<file path="config.mk">
export PLATFORM = sky130hd
export DESIGN_NAME = pvts_queue
export DESIGN_NICKNAME = d
export VERILOG_FILES = /design/src/hdl/pvts_pkg.sv /design/src/hdl/pvts_queue.sv
export SDC_FILE = /design/constraint.sdc
export NUM_CORES = 1
export LEC_CHECK = 0
export BUFFER_PORTS_ARGS = -buffer_cell sky130_fd_sc_hd__buf_2
export CAP_MARGIN = 20
export CELL_PAD_IN_SITES_DETAIL_PLACEMENT = 0
export CELL_PAD_IN_SITES_GLOBAL_PLACEMENT = 1
export CORE_MARGIN = 5
export CORE_UTILIZATION = 43
export DETAILED_ROUTE_END_ITERATION = 16
export MAX_ROUTING_LAYER = met4
export PLACE_DENSITY = 0.88
export SYNTH_ARGS = -nofsm -noshare
export SYNTH_HDL_FRONTEND = slang
export SYNTH_SLANG_ARGS = --single-unit
</file>
<file path="constraint.sdc">
create_clock -name clock -period 3.85 [get_ports clock]
set_input_delay 0.1925 -clock clock [delete_from_list [all_inputs] [get_ports clock]]
set_output_delay 0.1925 -clock clock [all_outputs]
set_load 0.005 [all_outputs]
</file>
<file path="src/hdl/pvts_pkg.sv">
// Shared types, constants and rounding helper for the path vertex transform store.
package pvts_pkg;

   localparam int POINT_DEPTH_DEFAULT = 1024;
   localparam int LOOP_DEPTH_DEFAULT  = 64;

   localparam int COORD_W     = 24;
   localparam int DEV_W       = 16;
   localparam int IDX_W       = 11;
   localparam int LEN_W       = 11;
   localparam int LCOUNT_W    = 7;
   localparam int CSR_IDX_W   = 3;
   localparam int PROD_W      = 2 * COORD_W;
   localparam int ACC_W       = 50;
   localparam int STEP_W      = 4;
   localparam int MUL_STEPS   = 4;
   localparam int QUEUE_DEPTH = 2;

   localparam logic signed [COORD_W-1:0] COEF_A_RESET   = 24'sh01_0000;
   localparam logic signed [COORD_W-1:0] COEF_B_RESET   = 24'sh00_0000;
   localparam logic signed [COORD_W-1:0] COEF_C_RESET   = 24'sh00_0000;
   localparam logic signed [COORD_W-1:0] COEF_D_RESET   = 24'sh01_0000;
   localparam logic signed [COORD_W-1:0] OFFSET_X_RESET = 24'sh00_0000;
   localparam logic signed [COORD_W-1:0] OFFSET_Y_RESET = 24'sh00_0000;

   localparam logic signed [ACC_W-1:0] ROUND_HALF = 50'sh80_0000;

   typedef enum logic [1:0] {
      MODE_ADD   = 2'd0,
      MODE_CLOSE = 2'd1,
      MODE_NEW   = 2'd2,
      MODE_READ  = 2'd3
   } mode_type;

   typedef enum logic [2:0] {
      ST_DONE       = 3'd0,
      ST_DUPLICATE  = 3'd1,
      ST_STORE_FULL = 3'd2,
      ST_SHORT_LOOP = 3'd3,
      ST_LOOP_FULL  = 3'd4,
      ST_BAD_INDEX  = 3'd5
   } status_type;

   typedef enum logic [CSR_IDX_W-1:0] {
      CSR_COEF_A   = 3'd0,
      CSR_COEF_B   = 3'd1,
      CSR_COEF_C   = 3'd2,
      CSR_COEF_D   = 3'd3,
      CSR_OFFSET_X = 3'd4,
      CSR_OFFSET_Y = 3'd5
   } csr_index_type;

   typedef enum logic [2:0] {
      F_IDLE,
      F_MUL,
      F_ROUND,
      F_MOD,
      F_PUSH
   } front_state_type;

   typedef enum logic [2:0] {
      B_IDLE,
      B_ISSUE,
      B_EVAL_A,
      B_EVAL_B,
      B_RESP
   } back_state_type;

   typedef struct packed {
      logic [1:0]                mode;
      logic signed [COORD_W-1:0] vert_x;
      logic signed [COORD_W-1:0] vert_y;
      logic [IDX_W-1:0]          read_index;
   } req_type;

   typedef struct packed {
      logic [2:0]              status;
      logic signed [DEV_W-1:0] point_x;
      logic signed [DEV_W-1:0] point_y;
      logic [IDX_W-1:0]        point_count;
      logic [LCOUNT_W-1:0]     loop_count;
      logic [LEN_W-1:0]        loop_length;
   } rsp_type;

   // classified request handed from front to back
   typedef struct packed {
      mode_type                mode;
      logic signed [DEV_W-1:0] point_x;
      logic signed [DEV_W-1:0] point_y;
      logic [IDX_W-1:0]        read_index;
      logic [IDX_W-1:0]        loop_index;
   } task_type;

   // 24 fractional bits in, round half up by floor, clamp to int16
   function automatic logic signed [DEV_W-1:0] round_sat(input logic signed [ACC_W-1:0] value);
      logic signed [ACC_W-1:0]  biased;
      logic signed [ACC_W-25:0] whole;
      biased = value + ROUND_HALF;
      whole  = biased[ACC_W-1:24];
      if (whole > 26'sd32767) begin
         return 16'sh7FFF;
      end else if (whole < -26'sd32768) begin
         return -16'sh8000;
      end
      return whole[DEV_W-1:0];
   endfunction

endpackage

</file>
<file path="src/hdl/pvts_queue.sv">
// Small register FIFO between front and back.
module pvts_queue (
   input  logic               clock,
   input  logic               reset,
   input  logic               push,
   input  pvts_pkg::task_type push_task,
   output logic               q_full,
   input  logic               pop,
   output pvts_pkg::task_type pop_task,
   output logic               q_empty
);
   import pvts_pkg::*;

   localparam int PTR_W = (QUEUE_DEPTH > 1) ? $clog2(QUEUE_DEPTH) : 1;
   localparam int CNT_W = $clog2(QUEUE_DEPTH + 1);

   task_type           entries_ff [QUEUE_DEPTH];
   logic [PTR_W-1:0]   wr_ptr_ff, rd_ptr_ff;
   logic [CNT_W-1:0]   count_ff;

   function automatic logic [PTR_W-1:0] next_ptr(input logic [PTR_W-1:0] ptr);
      return (ptr == PTR_W'(QUEUE_DEPTH - 1)) ? '0 : ptr + PTR_W'(1);
   endfunction

   assign q_full   = (count_ff == CNT_W'(QUEUE_DEPTH));
   assign q_empty  = (count_ff == '0);
   assign pop_task = entries_ff[rd_ptr_ff];

   always_ff @(posedge clock) begin
      if (reset) begin
         wr_ptr_ff <= '0;
         rd_ptr_ff <= '0;
         count_ff  <= '0;
      end else begin
         if (push) wr_ptr_ff <= next_ptr(wr_ptr_ff);
         if (pop)  rd_ptr_ff <= next_ptr(rd_ptr_ff);
         if (push && !pop) begin
            count_ff <= count_ff + CNT_W'(1);
         end else if (pop && !push) begin
            count_ff <= count_ff - CNT_W'(1);
         end
      end
   end

   always_ff @(posedge clock) begin
      if (push) entries_ff[wr_ptr_ff] <= push_task;
   end

endmodule

</file>
==> impl_metrics.toml, run 1 <==
[run_status]
outcome = "complete, no violations"

[synthesis]
syn_inst = 196
yosysWarnings = 0
synth_cell_types = 17
synth_area_sq_um = 4260
syn_area_per_cell_sq_um = 21.7
yosysTopAreaCell = "edfxtp_1"
synth_nets = 257
synth.top_cell.area_share = 0.790
synth_area_leaders = "edfxtp_1 (79%), mux2_2 (15%), dfxtp_1 (2.4%)"
synth-seq-cells = 117
yosysSeqAreaShare = 0.813

[clock_tree]
cts_made_buffers = 17
cts_setup_buffers = 0
cts_tree = "yes"
cts_buffer_depth = 2
ctsHoldBuffers = 60
cts_root_buf = "clkbuf_8"
clkTransAtPathRegs_ns = 0.06
ctsResizeCount = 0
clkLatencyLatePin_ns = 0.50
htreeDepth = 4
clkSinkCount = 117

[grt]
antenna_found_initial = 0
grt_pass1_wl_um = 12700
grt_pass1_vias = 2627
overflow = 0
grtUsageTotal = 0.149
grt_max_degree = 50

[die]
rows = 36
io_pins = 118
start_util = 0.438
core_area_sq_um = 9730
die-area_sq_um = 12000
die_y_um = 110
die_w_um = 110

[routing]
drt_iter0_drc = 82
vias_per_cell = 4.53
vias = 2426
drcViolationCount = 0
ant_nets = 0
first_pass_iters = 4
drt-wirelength-per-cell_um = 15.6
wirelength_um = 8380

[placement]
post-dp-hpwl_um = 4740
place.gp.congestion = 0.714
port_buffers = 117

[timing]
min_period_ns = 2.25
finalSetupTns_ns = 0
setup_violations = 0
tightestPinTransition_ns = 0.951
max-slew-margin-rel = 0.366
slew_viol_final = 0
fmax_mhz = 445
finalHoldViolations = 0
whs_ns = 0.418
rsz0062_at_grt = "false"
fin_worst_skew_ns = 0.0140
finalCritPeriodShare = 0.583

[finish]
area_growth_pct = 44.7
diodes = 0
mostFrequentLayoutCells = "buf_2 (117), edfxtp_1 (112), dlygate4sd3_1 (60), mux2_2 (56), clkbuf_16 (16)"
drive_gt1_frac = 0.521
fin_nets = 451
final_common_cell = "buf_2"

[hold_path]
hold_class = "input port to flip-flop"

[run]
maxCapViolCount = 0

[pwr]
ir_drop_mv = 0.347
power.density_nw_per_um2 = 533
p_leak_nw = 2.37

[setup_path]
path_max_fanout = 33
cp-start-kind = "flip-flop"
worstPathArrival_ns = 2.05
slowest_delay_ns = 0.58
slowest_stage = "dfxtp_2"
cp.required_ns = 3.66
crit_path_end_kind = "primary output"
crit_chain = "buf_12 -> buf_4 -> mux2_2 -> buf_2"
worst-setup-path-type = "flip-flop to primary output"
==> layout make-up <==
class	count	area (sq um)
clock buffer	18	418
clock inverter	14	138
fill	718	3570
inverter	1	3.75
multi-input combinational	72	743
sequential	117	3460
tap	133	166
timing repair buffer	181	1230
==> where the power goes <==
part	internal, W	switching, W
Sequential	0.00149	0.0000258
Combinational	0.000185	0.000139
Clock	0.000913	0.000534
==> flip-flops by register name, indices dropped and copies added (netlist names), named ones only <==
signal      cells
rd_ptr_ff       1
count_ff        2
entries_ff    112
wr_ptr_ff       1
==> per-stage QoR <==
stage / area, sq um / utilization / cells / total power, W / setup WS, ns
2_1_floorplan: 4260 / - / 196 / 0.00168 / 0.551
5_1_grt: 6160 / 0.633 / 536 / 0.00341 / 1.49
3_5_place_dp: 4990 / 0.512 / 443 / 0.00181 / 1.74
3_3_place_gp: 4990 / 0.512 / 443 / 0.00180 / 1.77
4_1_cts: 6140 / 0.631 / 535 / 0.00331 / 1.19
6_report: 6160 / 0.633 / 536 / 0.00328 / 1.60
==> synthesized netlist by cell type <==
cell type / n
inv_1: 1
ha_1: 1
buf_4: 1
mux2_2: 56
xnor2_1: 2
nor2b_1: 1
a21oi_1: 1
buf_2: 1
xor2_1: 2
and2_1: 1
edfxtp_1: 112
buf_6: 4
or3_1: 1
nor2_1: 5
o21ai_0: 1
dfxtp_1: 5
and2b_2: 1
==> per-layer routing <==
layer	routed length, um	up-vias	share of wire	global-route usage
met5	0	-	0	-
met4	42	0	0.0050	0.0534
met3	407	4	0.049	0.0440
met2	4600	70	0.55	0.262
met1	3330	1188	0.40	0.159
li1	-	1164	-	-
==> logic make-up after synthesis <==
group / synth area share
flip-flops: 0.813
multiplexers: 0.148
buffers and inverters: 0.0144
AND/OR/NAND/NOR: 0.0109
AO/OA/AOI/OAI: 0.00235
XOR/XNOR: 0.00823
adder cells (fa/ha/maj): 0.00294
==> path summary, 6_finish.rpt <==
| path | from | endpoint | slack [ns] | cells past startpoint |
|---|---|---|---|---|
| max | flip-flop | pop_task[19] | 1.60 | 4 |
| min | push_task[36] | entries_ff[1][36] | 0.42 | 2 |
| max reg2reg | wr_ptr_ff | entries_ff[1][40] | 1.88 | 2 |
| min reg2reg | count_ff[1] | count_ff[1] | 0.51 | 2 |
==> critical path, delay by kind of cell, from the launching register on <==
family	cells	cell delay (ns)
multiplexers	1	0.35
flip-flops	1	0.58
buffers and inverters	3	0.61
No activity file was read; power rests on OpenSTA's default activity.
==> run 2: changes to the inputs <==
--- a/config.mk
+++ b/config.mk
@@ -10,10 +10,10 @@
 export CELL_PAD_IN_SITES_DETAIL_PLACEMENT = 0
 export CELL_PAD_IN_SITES_GLOBAL_PLACEMENT = 1
 export CORE_MARGIN = 5
-export CORE_UTILIZATION = 43
+export CORE_UTILIZATION = 39
 export DETAILED_ROUTE_END_ITERATION = 16
 export MAX_ROUTING_LAYER = met4
-export PLACE_DENSITY = 0.88
+export PLACE_DENSITY = 0.85
 export SYNTH_ARGS = -nofsm -noshare
 export SYNTH_HDL_FRONTEND = slang
 export SYNTH_SLANG_ARGS = --single-unit
==> constraint.sdc (replaced) <==
create_clock -name clock -period 1.8 [get_ports clock]
set_input_delay 0.09 -clock clock [delete_from_list [all_inputs] [get_ports clock]]
set_output_delay 0.09 -clock clock [all_outputs]
set_load 0.005 [all_outputs]
==> impl_metrics.toml, run 2 (synthesized netlist as in run 1, its figures left out) <==
[run_status]
outcome = "complete, no violations"

[die]
io_pins = 118
die_w_um = 115
rows = 38
die_y_um = 115
start_util = 0.395
core_area_sq_um = 10800
die-area_sq_um = 13100

[hold_path]
hp-start = "push_task[55]"
holdPathStages = 2
min_delay_worst_endpoint = "entries_ff[0][55]"
hold_class = "input port to flip-flop"

[clock_tree]
htreeDepth = 4
cts_made_buffers = 17
cts_setup_buffers = 0
cts_root_buf = "clkbuf_8"
cts_tree = "yes"
clkTransAtPathRegs_ns = 0.05
clkSinkCount = 117
clkLatencyLatePin_ns = 0.50
cts_buffer_depth = 2

[timing]
setup_slack_ns = 0.0966
finalCritPeriodShare = 0.946
fin_worst_skew_ns = 0.00761
fmax_mhz = 587
slew_viol_final = 0
tightestPinTransition_ns = 0.408
min_period_ns = 1.70
rsz0062_at_grt = "false"
setup_violations = 0
finalHoldViolations = 0
max-slew-margin-rel = 0.728
finalSetupTns_ns = 0

[setup_path]
rr_worst_depth = 2
worstPathArrival_ns = 1.61
cp-start-kind = "flip-flop"
cp.required_ns = 1.71
worst-setup-path-type = "flip-flop to primary output"
reg2reg_slack_ns = 0.52
crit_path_end_kind = "primary output"
regToRegEndpoint = "entries_ff[1][43]"
path_max_fanout = 28
r2r-start = "wr_ptr_ff"

[placement]
place.gp.congestion = 0.697
port_buffers = 117
dpl_worst_slack_ns = 0.496
dp_cells = 452
post-dp-hpwl_um = 4910

[finish]
regArea_sq_um = 3460
drive_gt1_frac = 0.523
mostFrequentLayoutCells = "buf_2 (117), edfxtp_1 (112), dlygate4sd3_1 (60), mux2_2 (55), clkbuf_16 (17)"
largestRegisters = "entries_ff (112), count_ff (2)"
fin_nets = 453
final_common_cell = "buf_2"
final_cells = 545
regMostFlops = "entries_ff"
area_growth_pct = 47.4
diodes = 0
largest_reg_flops = 112
multiInputGateArea_sq_um = 747
fillCellCount = 826

[routing]
first_pass_iters = 4
drt-wirelength-per-cell_um = 15.3
vias_per_cell = 4.40
drcViolationCount = 0
ant_nets = 0
vias = 2397
drt_iter0_drc = 90
wirelength_um = 8340

[grt]
grt_pass1_wl_um = 12800
grtUsageTotal = 0.133
overflow = 0
antenna_found_initial = 0
grt_pass1_vias = 2699
grt_max_degree = 57

[pwr]
ir_drop_mv = 0.831
power.density_nw_per_um2 = 1180
p_leak_nw = 2.42
p_total_w = 0.00740

[run]
maxCapViolCount = 0
## run 2: cell count changes in the layout (fill, tap and decap cells not counted)
cell | before | now
clkinv_2 | 4 | 2
clkbuf_16 | 16 | 17
mux2_4 | 0 | 1
buf_4 | 3 | 4
clkbuf_1 | 1 | 2
bufinv_16 | 2 | 4
clkinv_1 | 2 | 1
clkbuf_8 | 1 | 5
clkinv_4 | 4 | 0
mux2_2 | 56 | 55
## run 2: layer usage
layer,GRT usage,part of all wire,vias to the layer above
met3,0.0428,0.056,11
li1,-,-,1162
met2,0.229,0.53,78
met1,0.145,0.40,1146
met5,-,0,-
met4,0.0475,0.011,0
## run 2: critical path, stage by stage (launching register included)
cell	delay [ns]
dfxtp_2	0.37
clkbuf_16	0.25
mux2_2	0.36
buf_2	0.13
## run 2: layout make-up
cell class	count	share of cell area
clock buffers	23	0.0759
clock inverters	9	0.0237
inverters	1	0.000598
multi-input cells	72	0.119
flip-flops and latches	117	0.552
well taps	140	0.0279
repair buffers	183	0.201
## run 2: worst max-delay path by stage
stage / cells past startpoint / slack (ns) / to / from
floorplan: 1 / 0.20 / entries_ff[0][0] / wr_ptr_ff
global placement: 2 / 0.52 / entries_ff[1][23] / wr_ptr_ff
detailed placement: 2 / 0.50 / entries_ff[1][19] / wr_ptr_ff
CTS: 3 / 0.001 / pop_task[44] / flip-flop
global route: 3 / 0.01 / pop_task[55] / flip-flop
finish: 3 / 0.1 / pop_task[11] / flip-flop
## run 2: metrics by stage
stage | utilization | hold slack [ns] | area, sq um
final | 0.582 | 0.310 | 6280
after global routing | 0.582 | 0.291 | 6280
after CTS | 0.579 | 0.279 | 6250
after detailed placement | 0.465 | 0.281 | 5020
after global placement | 0.465 | 0.279 | 5020
after floorplan | - | 0.159 | 4270
## run 2: what timing repair did
action | CTS | global route
cloned | 0 | 1
resized for setup | 1 | 0
hold buffers | 60 | 0
setup endpoints to repair | 1 | 55
hold endpoints to repair | 117 | 0
## run 2: where the power goes
group / switching, W / internal, W
sequential: 0.0000450 / 0.00318
combinational: 0.000317 / 0.000409
clock: 0.00107 / 0.00238
total: 0.00143 / 0.00597
