[src/hdl/pvts_pkg.sv]
// Shared types, constants and rounding helper for the path vertex transform store.
package pvts_pkg;

   localparam int POINT_DEPTH_DEFAULT = 1024;
   localparam int LOOP_DEPTH_DEFAULT  = 64;

   localparam int COORD_W     = 24;
   localparam int DEV_W       = 16;
   localparam int IDX_W       = 11;
   localparam int LEN_W       = 11;
   localparam int LCOUNT_W    = 7;
   localparam int CSR_IDX_W   = 3;
   localparam int PROD_W      = 2 * COORD_W;
   localparam int ACC_W       = 50;
   localparam int STEP_W      = 4;
   localparam int MUL_STEPS   = 4;
   localparam int QUEUE_DEPTH = 2;

   localparam logic signed [COORD_W-1:0] COEF_A_RESET   = 24'sh01_0000;
   localparam logic signed [COORD_W-1:0] COEF_B_RESET   = 24'sh00_0000;
   localparam logic signed [COORD_W-1:0] COEF_C_RESET   = 24'sh00_0000;
   localparam logic signed [COORD_W-1:0] COEF_D_RESET   = 24'sh01_0000;
   localparam logic signed [COORD_W-1:0] OFFSET_X_RESET = 24'sh00_0000;
   localparam logic signed [COORD_W-1:0] OFFSET_Y_RESET = 24'sh00_0000;

   localparam logic signed [ACC_W-1:0] ROUND_HALF = 50'sh80_0000;

   typedef enum logic [1:0] {
      MODE_ADD   = 2'd0,
      MODE_CLOSE = 2'd1,
      MODE_NEW   = 2'd2,
      MODE_READ  = 2'd3
   } mode_type;

   typedef enum logic [2:0] {
      ST_DONE       = 3'd0,
      ST_DUPLICATE  = 3'd1,
      ST_STORE_FULL = 3'd2,
      ST_SHORT_LOOP = 3'd3,
      ST_LOOP_FULL  = 3'd4,
      ST_BAD_INDEX  = 3'd5
   } status_type;

   typedef enum logic [CSR_IDX_W-1:0] {
      CSR_COEF_A   = 3'd0,
      CSR_COEF_B   = 3'd1,
      CSR_COEF_C   = 3'd2,
      CSR_COEF_D   = 3'd3,
      CSR_OFFSET_X = 3'd4,
      CSR_OFFSET_Y = 3'd5
   } csr_index_type;

   typedef enum logic [2:0] {
      F_IDLE,
      F_MUL,
      F_ROUND,
      F_MOD,
      F_PUSH
   } front_state_type;

   typedef enum logic [2:0] {
      B_IDLE,
      B_ISSUE,
      B_EVAL_A,
      B_EVAL_B,
      B_RESP
   } back_state_type;

   typedef struct packed {
      logic [1:0]                mode;
      logic signed [COORD_W-1:0] vert_x;
      logic signed [COORD_W-1:0] vert_y;
      logic [IDX_W-1:0]          read_index;
   } req_type;

   typedef struct packed {
      logic [2:0]              status;
      logic signed [DEV_W-1:0] point_x;
      logic signed [DEV_W-1:0] point_y;
      logic [IDX_W-1:0]        point_count;
      logic [LCOUNT_W-1:0]     loop_count;
      logic [LEN_W-1:0]        loop_length;
   } rsp_type;

   // classified request handed from front to back
   typedef struct packed {
      mode_type                mode;
      logic signed [DEV_W-1:0] point_x;
      logic signed [DEV_W-1:0] point_y;
      logic [IDX_W-1:0]        read_index;
      logic [IDX_W-1:0]        loop_index;
   } task_type;

   // 24 fractional bits in, round half up by floor, clamp to int16
   function automatic logic signed [DEV_W-1:0] round_sat(input logic signed [ACC_W-1:0] value);
      logic signed [ACC_W-1:0]  biased;
      logic signed [ACC_W-25:0] whole;
      biased = value + ROUND_HALF;
      whole  = biased[ACC_W-1:24];
      if (whole > 26'sd32767) begin
         return 16'sh7FFF;
      end else if (whole < -26'sd32768) begin
         return -16'sh8000;
      end
      return whole[DEV_W-1:0];
   endfunction

endpackage

[src/hdl/pvts_front.sv]
// Front end: config registers, request intake, shared-multiplier transform, loop index reduce.
module pvts_front #(
   parameter int LOOP_DEPTH = pvts_pkg::LOOP_DEPTH_DEFAULT
) (
   input  logic                          clock,
   input  logic                          reset,
   input  logic                          req_valid,
   output logic                          req_ready,
   input  pvts_pkg::req_type             req_data,
   input  logic                          csr_valid,
   input  logic [pvts_pkg::CSR_IDX_W-1:0] csr_index,
   input  logic [pvts_pkg::COORD_W-1:0]  csr_data,
   output logic                          push,
   output pvts_pkg::task_type            push_task,
   input  logic                          q_full
);
   import pvts_pkg::*;

   // reciprocal of LOOP_DEPTH, exact quotient for every 11-bit index
   localparam int RCP_SHIFT = IDX_W + $clog2(LOOP_DEPTH);
   localparam int RCP_W     = IDX_W + 2;
   localparam int RED_W     = IDX_W + RCP_W;
   localparam int DEP_W     = $clog2(LOOP_DEPTH + 1);
   localparam int BACK_W    = IDX_W + DEP_W;
   localparam logic [RCP_W-1:0] RCP_MUL =
      RCP_W'((2 ** RCP_SHIFT + LOOP_DEPTH - 1) / LOOP_DEPTH);

   front_state_type state_ff, state_in;

   logic signed [COORD_W-1:0] coef_a_ff, coef_b_ff, coef_c_ff, coef_d_ff;
   logic signed [COORD_W-1:0] offset_x_ff, offset_y_ff;

   req_type                   req_ff;
   logic [STEP_W-1:0]         step_ff;
   logic signed [PROD_W-1:0]  prod_ff;
   logic signed [ACC_W-1:0]   acc_x_ff, acc_y_ff;
   logic signed [DEV_W-1:0]   px_ff, py_ff;
   logic [IDX_W-1:0]          li_ff;
   logic [IDX_W-1:0]          quo_ff;

   logic signed [COORD_W-1:0] mul_l, mul_r;
   logic signed [ACC_W-1:0]   prod_ext;
   logic [RED_W-1:0]          red_prod;
   logic [BACK_W-1:0]         red_back;
   logic                      req_fire;

   assign req_fire = req_valid && req_ready;
   assign prod_ext = {{(ACC_W-PROD_W){prod_ff[PROD_W-1]}}, prod_ff};
   // step 0: quotient by reciprocal multiply; step 1: remainder by multiply-back
   assign red_prod = RED_W'(li_ff) * RED_W'(RCP_MUL);
   assign red_back = BACK_W'(li_ff) - BACK_W'(quo_ff) * BACK_W'(LOOP_DEPTH);

   // one multiplier, four products in turn
   always_comb begin
      case (step_ff)
         STEP_W'(0): begin mul_l = req_ff.vert_x; mul_r = coef_a_ff; end
         STEP_W'(1): begin mul_l = req_ff.vert_y; mul_r = coef_c_ff; end
         STEP_W'(2): begin mul_l = req_ff.vert_x; mul_r = coef_b_ff; end
         default:    begin mul_l = req_ff.vert_y; mul_r = coef_d_ff; end
      endcase
   end

   always_comb begin
      state_in = state_ff;
      case (state_ff)
         F_IDLE: begin
            if (req_valid) begin
               case (req_data.mode)
                  MODE_ADD:  state_in = F_MUL;
                  MODE_READ: state_in = F_MOD;
                  default:   state_in = F_PUSH;
               endcase
            end
         end
         F_MUL: begin
            if (step_ff == STEP_W'(MUL_STEPS)) state_in = F_ROUND;
         end
         F_ROUND: state_in = F_PUSH;
         F_MOD: begin
            if (step_ff == STEP_W'(1)) state_in = F_PUSH;
         end
         F_PUSH: begin
            if (!q_full) state_in = F_IDLE;
         end
         default: state_in = F_IDLE;
      endcase
   end

   always_comb begin
      req_ready            = (state_ff == F_IDLE);
      push                 = (state_ff == F_PUSH) && !q_full;
      push_task.mode       = mode_type'(req_ff.mode);
      push_task.point_x    = px_ff;
      push_task.point_y    = py_ff;
      push_task.read_index = req_ff.read_index;
      push_task.loop_index = li_ff;
   end

   always_ff @(posedge clock) begin
      if (reset) begin
         state_ff    <= F_IDLE;
         step_ff     <= '0;
         coef_a_ff   <= COEF_A_RESET;
         coef_b_ff   <= COEF_B_RESET;
         coef_c_ff   <= COEF_C_RESET;
         coef_d_ff   <= COEF_D_RESET;
         offset_x_ff <= OFFSET_X_RESET;
         offset_y_ff <= OFFSET_Y_RESET;
      end else begin
         state_ff <= state_in;
         if (csr_valid) begin
            case (csr_index)
               CSR_COEF_A:   coef_a_ff   <= csr_data;
               CSR_COEF_B:   coef_b_ff   <= csr_data;
               CSR_COEF_C:   coef_c_ff   <= csr_data;
               CSR_COEF_D:   coef_d_ff   <= csr_data;
               CSR_OFFSET_X: offset_x_ff <= csr_data;
               CSR_OFFSET_Y: offset_y_ff <= csr_data;
               default: ;
            endcase
         end
         if (req_fire) begin
            step_ff <= '0;
         end else if (state_ff == F_MUL || state_ff == F_MOD) begin
            step_ff <= step_ff + STEP_W'(1);
         end
      end
   end

   // datapath, no reset needed
   always_ff @(posedge clock) begin
      if (req_fire) begin
         req_ff   <= req_data;
         li_ff    <= req_data.read_index;
         acc_x_ff <= {{(ACC_W-COORD_W-16){offset_x_ff[COORD_W-1]}}, offset_x_ff, 16'b0};
         acc_y_ff <= {{(ACC_W-COORD_W-16){offset_y_ff[COORD_W-1]}}, offset_y_ff, 16'b0};
      end
      case (state_ff)
         F_MUL: begin
            prod_ff <= mul_l * mul_r;
            if (step_ff == STEP_W'(1) || step_ff == STEP_W'(2)) begin
               acc_x_ff <= acc_x_ff + prod_ext;
            end else if (step_ff != STEP_W'(0)) begin
               acc_y_ff <= acc_y_ff + prod_ext;
            end
         end
         F_ROUND: begin
            px_ff <= round_sat(acc_x_ff);
            py_ff <= round_sat(acc_y_ff);
         end
         F_MOD: begin
            if (step_ff == STEP_W'(0)) begin
               quo_ff <= IDX_W'(red_prod >> RCP_SHIFT);
            end else begin
               li_ff <= IDX_W'(red_back);
            end
         end
         default: ;
      endcase
   end

endmodule

[config.mk]
export PLATFORM = sky130hd
export DESIGN_NAME = pvts_front
export DESIGN_NICKNAME = d
export VERILOG_FILES = /design/src/hdl/pvts_pkg.sv /design/src/hdl/pvts_front.sv
export SDC_FILE = /design/constraint.sdc
export NUM_CORES = 2
export LEC_CHECK = 0
export BUFFER_PORTS_ARGS = -buffer_cell sky130_fd_sc_hd__buf_2
export CORE_MARGIN = 5
export CORE_UTILIZATION = 49
export DETAILED_ROUTE_END_ITERATION = 8
export PLACE_DENSITY = 0.65
export SLEW_MARGIN = 20
export SYNTH_ARGS = -nofsm -noshare
export SYNTH_HDL_FRONTEND = slang
export SYNTH_SLANG_ARGS = --single-unit
[constraint.sdc]
create_clock -name clock -period 10.56 [get_ports clock]
set_clock_uncertainty 0.2 [all_clocks]
set_input_delay 0 -clock clock [delete_from_list [all_inputs] [get_ports clock]]
set_output_delay 0 -clock clock [all_outputs]
set_load 0.1 [all_outputs]
==> results.sh <==
export IMPL_synth_yosys_warnings=0
export IMPL_cts_tree="built"
export IMPL_cts_buffers=46
export IMPL_crit_cells=33
export IMPL_synth_cells=4818
export IMPL_cp_max_fo=27
export IMPL_die_area_um2=91700
export IMPL_worstRegToRegCells=33
export IMPL_start_kind="flip-flop"
export IMPL_synth_area_um2=42000
export IMPL_leakage_uw=0.0214
export IMPL_gp_congestion=0.965
export IMPL_rows=107
export IMPL_synth_nets=5764
export IMPL_relSlewSlack_pct=23.8
export IMPL_rsz0062_at_grt="false"
export IMPL_cts_sinks=408
export IMPL_ys_ff_latch=408
export IMPL_worstSetupEndpointType="flip-flop"
export IMPL_htree_num_levels=2
export IMPL_totalPowerFinal_uw=7370
export IMPL_cts_root_buf="clkbuf_16"
export IMPL_yosys_cell_count_top_type="nand2_1"
export IMPL_ant_nets=0
export IMPL_synth_top_area_cell="fa_1"
export IMPL_vias_per_cell=5.52
export IMPL_holdPathStages=4
export IMPL_antenna_found_initial=2
export IMPL_grt_overflow=0
export IMPL_arrival_ps=9860
export IMPL_status="completed"
export IMPL_clk_pin_slew_ps=60
export IMPL_cp_top_family="adder cells"
export IMPL_die_x_um=303
export IMPL_vdd_drop_max_uv=224
export IMPL_clock_latency_ps=610
export IMPL_powerDensity_nw_per_um2=156
export IMPL_grt_usage_pct=27.7
export IMPL_grt_max_degree=72
export IMPL_rrSetupSlack_ps=840
export IMPL_final_layout_size_suffix_gt1_share_pct=7.08
export IMPL_ys_seq_area_share_pct=23.1
export IMPL_grt_pass1_vias=34700
export IMPL_synthDistinctLibCells=71
export IMPL_max_freq_mhz=103
export IMPL_vias=34300
export IMPL_wl_per_cell_um=20.3
export IMPL_cts_buffer_depth=3
export IMPL_io_pins=151
export IMPL_drv_slew=0
export IMPL_slowest_delay_ps=550
export IMPL_cp_slowest_cell="nor2_4"
export IMPL_initial_core_util_pct=49.3
export IMPL_core_um2=85100
export IMPL_crit_buf_inv=8
export IMPL_synth_main_ff_cell="dfxtp_1"
export IMPL_drc=0
export IMPL_die_h_um=303
export IMPL_finalCriticalPeriod_ps=9720
export IMPL_syn_area_per_cell_um2=8.72
export IMPL_ys_top_cells_by_count="932 x nand2_1, 659 x inv_1, 610 x fa_1, 411 x nor2_1, 336 x a21oi_1"
export IMPL_place_hpwl_um=96200
export IMPL_fillers=7778
export IMPL_io_buffers=150
export IMPL_final_setup_tns_ps=0
export IMPL_hp_class="in -> reg"
export IMPL_grt_pass1_wl_um=198000
export IMPL_area_growth_pct=12.6
export IMPL_wl_um=126000
export IMPL_synthArstFlopShare_pct=0
export IMPL_worstPathRequired_ps=10700
export IMPL_synth_edff_count=152
export IMPL_post_cts_buffers=0
export IMPL_drtIter0Drc=2793
export IMPL_firstDrtPassIters=5
export IMPL_yosys_top_cells_area="fa_1 29%, dfxtp_1 12%, edfxtp_1 11%"
export IMPL_worstMarginPinSlew_ps=1140
export IMPL_crit_top_cell="fa_1"
export IMPL_setup_violations_final=0
export IMPL_post_route_period_util_pct=92.1
export IMPL_synth_top_cell_area_share_pct=29.1
export IMPL_nets=5980
export IMPL_hold_viol=0
export IMPL_maxCapViolCount=0
export IMPL_critPathKind="reg -> reg"
==> flip-flops by register name, indices dropped and copies added, names as in the netlist, 48 cells and up <==
signal	flops
prod_ff	48
acc_y_ff	50
req_ff	48
acc_x_ff	50
==> report_power, final <==
group	internal [µW]	switching (µW)	total [µW]
clock network	1080	696	1770
registers	1870	125	1990
logic	1350	2250	3600
total	4300	3070	7370
==> what timing repair did <==
action / 4_1_cts / 5_1_grt
hold buffers: 159 / 0
endpoints found under the hold margin: 219 / 0
gates resized for setup: 0 / 0
==> layer usage <==
| layer | wire [µm] | track usage (%) |
|---|---|---|
| met5 | 16 | 0 |
| met4 | 4650 | 8.72 |
| met3 | 10300 | 4.92 |
| met2 | 56500 | 43.8 |
| met1 | 55000 | 39.1 |
==> path summary, 6_finish.rpt <==
kind / from / to
setup / recovery: step_ff[0] / prod_ff[47]
hold / removal: req_data[6] / li_ff[6]
setup reg to reg: step_ff[0] / prod_ff[47]
hold reg to reg: acc_y_ff[7] / acc_y_ff[7]
==> worst register-to-register path: cells and delay by family (launching register included) <==
kind | cells | cell delay, ps
buffers and inverters | 8 | 970
AND/OR/NAND/NOR | 7 | 1680
AO/OA/AOI/OAI | 8 | 2040
XOR/XNOR | 1 | 80
flip-flops | 1 | 420
adder cells (fa/ha/maj) | 9 | 4070
==> placed cells by master, fill, tap and decap left out, types with 10 or more instances in the layout <==
| master | n |
|---|---|
| dfxtp_1 | 256 |
| ha_1 | 243 |
| dlygate4sd3_1 | 159 |
| o21ai_0 | 147 |
| nor2b_1 | 16 |
| nand2b_1 | 24 |
| xnor2_1 | 104 |
| o31ai_1 | 10 |
| nor3_1 | 37 |
| o211ai_1 | 11 |
| or2_2 | 10 |
| buf_4 | 88 |
| a31oi_1 | 49 |
| nand2_1 | 930 |
| nor2_1 | 408 |
| clkbuf_16 | 49 |
| buf_2 | 150 |
| and4_1 | 21 |
| mux2i_1 | 28 |
| a21o_1 | 78 |
| and3_1 | 36 |
| and2_1 | 25 |
| nand3_1 | 80 |
| edfxtp_1 | 152 |
| a21oi_1 | 336 |
| inv_1 | 659 |
| xor2_1 | 70 |
| nand4_1 | 40 |
| a211oi_1 | 40 |
| fa_1 | 610 |
| o21bai_1 | 16 |
| a222oi_1 | 10 |
| o21a_1 | 20 |
==> area by class of cell <==
type                    instances  area (µm²)  area share, %
diodes                          1        2.50        0.00529
clock buffers                  61        1310           2.77
clock inverters                25         367          0.775
inverters                     660        2480           5.24
multi-input cells            3519       29000           61.3
flip-flops and latches        408        9690           20.5
well taps                    1144        1430           3.02
repair buffers                399        3040           6.42
==> metrics by stage <==
step | instance area, µm² | std cells | hold WS [ps] | utilization [%] | setup WS (ps)
after floorplan | 42000 | 4818 | -101 | - | 1410
after global placement | 44000 | 5969 | -23.6 | 51.7 | 760
after detailed placement | 44000 | 5971 | -21.9 | 51.7 | 860
after CTS | 47300 | 6216 | 17.1 | 55.6 | 863
after global routing | 47300 | 6217 | 64.5 | 55.6 | 343
final | 47300 | 6217 | 48.8 | 55.6 | 837
==> cells by family (layout without fill, tap and decap cells) <==
| group | after synthesis | after routing | synth area share [%] |
|---|---|---|---|
| DFF | 408 | 408 | 23.1 |
| adders and majority gates | 853 | 853 | 36.3 |
| muxes | 32 | 32 | 0.771 |
| other | 0 | 1 | 0 |
| buffers and inverters | 891 | 1145 | 8.08 |
| and+or+nand+nor | 1661 | 1661 | 16.6 |
| AOI/OAI and AO/OA | 799 | 799 | 11.6 |
| xor gates and xnor gates | 174 | 174 | 3.63 |
No activity file was read; power rests on OpenSTA's default activity.
